$ cat src/rtl/qtbm_ram.sv
// ---------------------------------------------------------------------------
// qtbm_ram: generic single-port synchronous RAM
// One write or one read per cycle; read data registered.
// ---------------------------------------------------------------------------
module qtbm_ram #(
	parameter int WIDTH = 8,
	parameter int DEPTH = 256
) (
	input  logic                     clk,
	input  logic                     we,
	input  logic [$clog2(DEPTH)-1:0] addr,
	input  logic [WIDTH-1:0]         wdata,
	output logic [WIDTH-1:0]         rdata
);
	logic [WIDTH-1:0] mem [DEPTH];

	always_ff @(posedge clk) begin
		if (we) begin
			mem[addr] <= wdata;
		end
		rdata <= mem[addr];
	end
endmodule

$ cat config.mk
export PLATFORM = sky130hd
export DESIGN_NAME = qtbm_ram
export DESIGN_NICKNAME = d
export VERILOG_FILES = /design/src/rtl/qtbm_ram.sv
export SDC_FILE = /design/constraint.sdc
export NUM_CORES = 2
export LEC_CHECK = 0
export BUFFER_PORTS_ARGS = -buffer_cell sky130_fd_sc_hd__clkbuf_2
export CAP_MARGIN = 20
export CORE_ASPECT_RATIO = 0.5
export CORE_UTILIZATION = 45
export DETAILED_ROUTE_END_ITERATION = 6
export PLACE_DENSITY = 0.68
export RECOVER_POWER = 50
export SYNTH_ARGS = -nofsm -noshare
export SYNTH_HDL_FRONTEND = slang
export SYNTH_SLANG_ARGS = --single-unit
export TNS_END_PERCENT = 1
$ cat constraint.sdc
create_clock -name clk -period 2.8 [get_ports clk]
set_input_delay 0.28 -clock clk [delete_from_list [all_inputs] [get_ports clk]]
set_output_delay 0.28 -clock clk [all_outputs]
set_load 0.01 [all_outputs]
==> flow_summary_export.csv <==
group,metric,value,unit
layout,syn2layout_area_growth,15.8,%
global_routing,grt_max_degree,121,
setup_path,critPathKind,"flop to flop",
synth,ys.flop_type,"edfxtp_1",
drt,vias,39482,
power,intPower,48400,uW
synth,syn-cell-area,78500,um^2
setup_path,end_kind,"flop",
clock_network,clk_pin_slew_worst_paths,0.06,ns
floorplan,ios,26,
synth,ys_async_sr_fraction,0,
setup_path,critPathLaunchType,"flop",
clock_network,cts_setup_buffers,0,
layout,post_route_cells_drive_above_1_share,0.310,
floorplan,die_y,297,um
floorplan,num_rows,107,
power,clockPowerShare,0.394,
global_routing,track_usage,0.219,
timing,worst_slew_pin_slew,2.78,ns
timing,finalSetupViolCount,0,
min_path,hold_class,"primary input to flop",
drt,wl_per_cell,29.4,um
run,cap_violations,8,
timing,finalWorstSetupSlack,0.0426,ns
timing,max_freq,363,MHz
placed_design,dp_hpwl,120,mm
power,p_comb_frac,0.051,
layout,final_common_cell,"edfxtp_1",
setup_path,cp.arrival,3.45,ns
placed_design,dp_slack,-0.743,ns
timing,relSlewSlack,-0.853,
floorplan,coreArea,172000,um^2
timing,finalCriticalPeriod,2.76,ns
clock_network,htree_levels,4,
drt,dr.pass1.iters,5,
global_routing,grt_pass1_vias,40017,
clock_network,clock_path_buffers,3,
synth,ys_types,22,
outcome,violations,"max-capacitance violations, max-slew violations",
timing,hold_violations,0,
synth,synth-edff-count,2048,
layout,fin_util,0.529,
synth,syn-num-nets,3565,
timing,min_period_over_period,0.985,
clock_network,insertion_delay,0.81,ns
setup_path,cp_top_family,"compound AO/OA/AOI/OAI gates",
drt,wl,191,mm
synth,ys_seq_area_frac,0.786,
power,switching_share,0.209,
synth,syn_avg_cell_area,22.1,um^2
power,cellPowerDensity,674,nW/um^2
synth,yosys_warnings,0,
clock_network,root_buffer,"clkbuf_16",
layout,layout_common_cells,"2048 x edfxtp_1, 512 x mux4_2, 436 x buf_4",
placed_design,globalplace.congestion,0.852,
setup_path,critPathMaxFanout,1,
placed_design,place_inst,6167,
layout,fin_cells,6501,
synth,ys_seq_elements,2056,
clock_network,cts_made_buffers,180,
timing,rsz0062_at_grt,"no",
setup_path,cp_cell_sequence,"mux4_2 > a22oi_1 > a21oi_1 > o41ai_1 > buf_4 > nand4_1",
power,switchingPower,12800,uW
floorplan,die_w,593,um
clock_network,cts_tree,"built",
setup_path,max_stage_delay,0.94,ns
outcome,status,"finished with violations",
power,seqPwrFrac,0.555,
timing,finalClockSkew,0.0201,ns
synth,netlist_instances,3547,
power,p_leak,0.0285,uW
clock_network,clock_sinks,2056,
layout,nets,4085,
drt,drtAntennaViolNets,0,
global_routing,antenna_found_initial,7,
setup_path,critical_path_buf_inv_count,1,
global_routing,grt_pass1_wl,279,mm
setup_path,slowest_stage,"o41ai_1",
drt,drtIter0Drc,5084,
setup_path,worstPathRequired,3.49,ns
floorplan,die-area,176000,um^2
floorplan,initial_core_util,0.457,
drt,drcViolationCount,0,
drt,viasPerCell,6.07,
timing,maxSlewViolCount,625,
global_routing,overflow,0,
placed_design,io_buffers,25,
power,ir_worst_vdd,0.659,mV
[layout make-up]
class	count	area, um^2
flip-flops and latches	2056	61700
repair buffers	570	4910
clock inverters	99	846
fillers	12862	80900
inverters	1	3.75
multi-input cells	1258	15800
clock buffers	227	4790
diodes	1	2.50
well taps	2289	2860
[metrics by stage]
step | cell area [um^2] | total power [uW] | hold slack, ns | TNS, ns
2_1_floorplan | 78500 | 36100 | 0.379 | 0
3_3_place_gp | 85400 | 37700 | 0.638 | -4.77
3_5_place_dp | 85400 | 37800 | 0.650 | -3.98
4_1_cts | 91100 | 61600 | 0.0378 | 0
5_1_grt | 90900 | 62800 | 0.179 | 0
6_report | 90900 | 61200 | 0.198 | 0
[cells by family after synthesis]
logic type	share of synthesized area
compound gates	0.0362
simple gates	0.0173
mux	0.147
flops	0.786
buf+inv	0.0140
[metal layers]
| metal | routed length, um | share of wire | GRT usage | up-vias |
|---|---|---|---|---|
| met5 | 34 | 0.00018 | 0 | - |
| met4 | 4220 | 0.022 | 0.0549 | 6 |
| met3 | 19100 | 0.10 | 0.0455 | 289 |
| met2 | 91000 | 0.48 | 0.342 | 2050 |
| met1 | 76600 | 0.40 | 0.316 | 21041 |
| li1 | - | - | - | 16096 |
[power groups by stage]
stage	Combinational, uW	Clock, uW	Sequential (uW)
6_report	3110	24100	34000
2_1_floorplan	1510	0	34600
3_5_place_dp	3140	0	34600
3_3_place_gp	3080	0	34600
4_1_cts	3160	24500	34000
5_1_grt	3280	25600	34000
[worst min-delay path: stages]
cell and delay (ns):
clkbuf_2 0.12, nor2_1 0.07, buf_4 0.21, o41ai_1 0.15
nand4_1 0.11
[flip-flops by register name (all words and copies together) (netlist names)]
| register | cells |
|---|---|
| mem | 2048 |
| rdata | 8 |
[cells in the mapped netlist (19+ instances only)]
library cell	instances	area, um^2
buf_2	36	180
a22oi_1	256	1920
nor3_1	30	150
mux4_2	512	11500
buf_1	19	71.3
clkbuf_1	145	544
a21oi_1	128	641
edfxtp_1	2048	61500
o41ai_1	32	280
nand2_1	28	105
nor2_1	232	871
[what timing repair did]
item / in CTS / in global routing
hold buffers: 7 / 0
endpoints found under the hold margin: 242 / 0
resized for setup: 1 / 2
setup endpoints to repair: 1 / 2
[path summary, 6_finish.rpt]
| kind | from | endpoint | slack, ns | cells after the start |
|---|---|---|---|---|
| max | mem[174][1] | rdata[1] | 0.04 | 6 |
| min | addr[7] | rdata[7] | 0.20 | 5 |
| max reg2reg | mem[174][1] | rdata[1] | 0.04 | 6 |
| min reg2reg | mem[234][6] | rdata[6] | 1.07 | 6 |
Note: power is estimated with default switching activity, not from simulation.
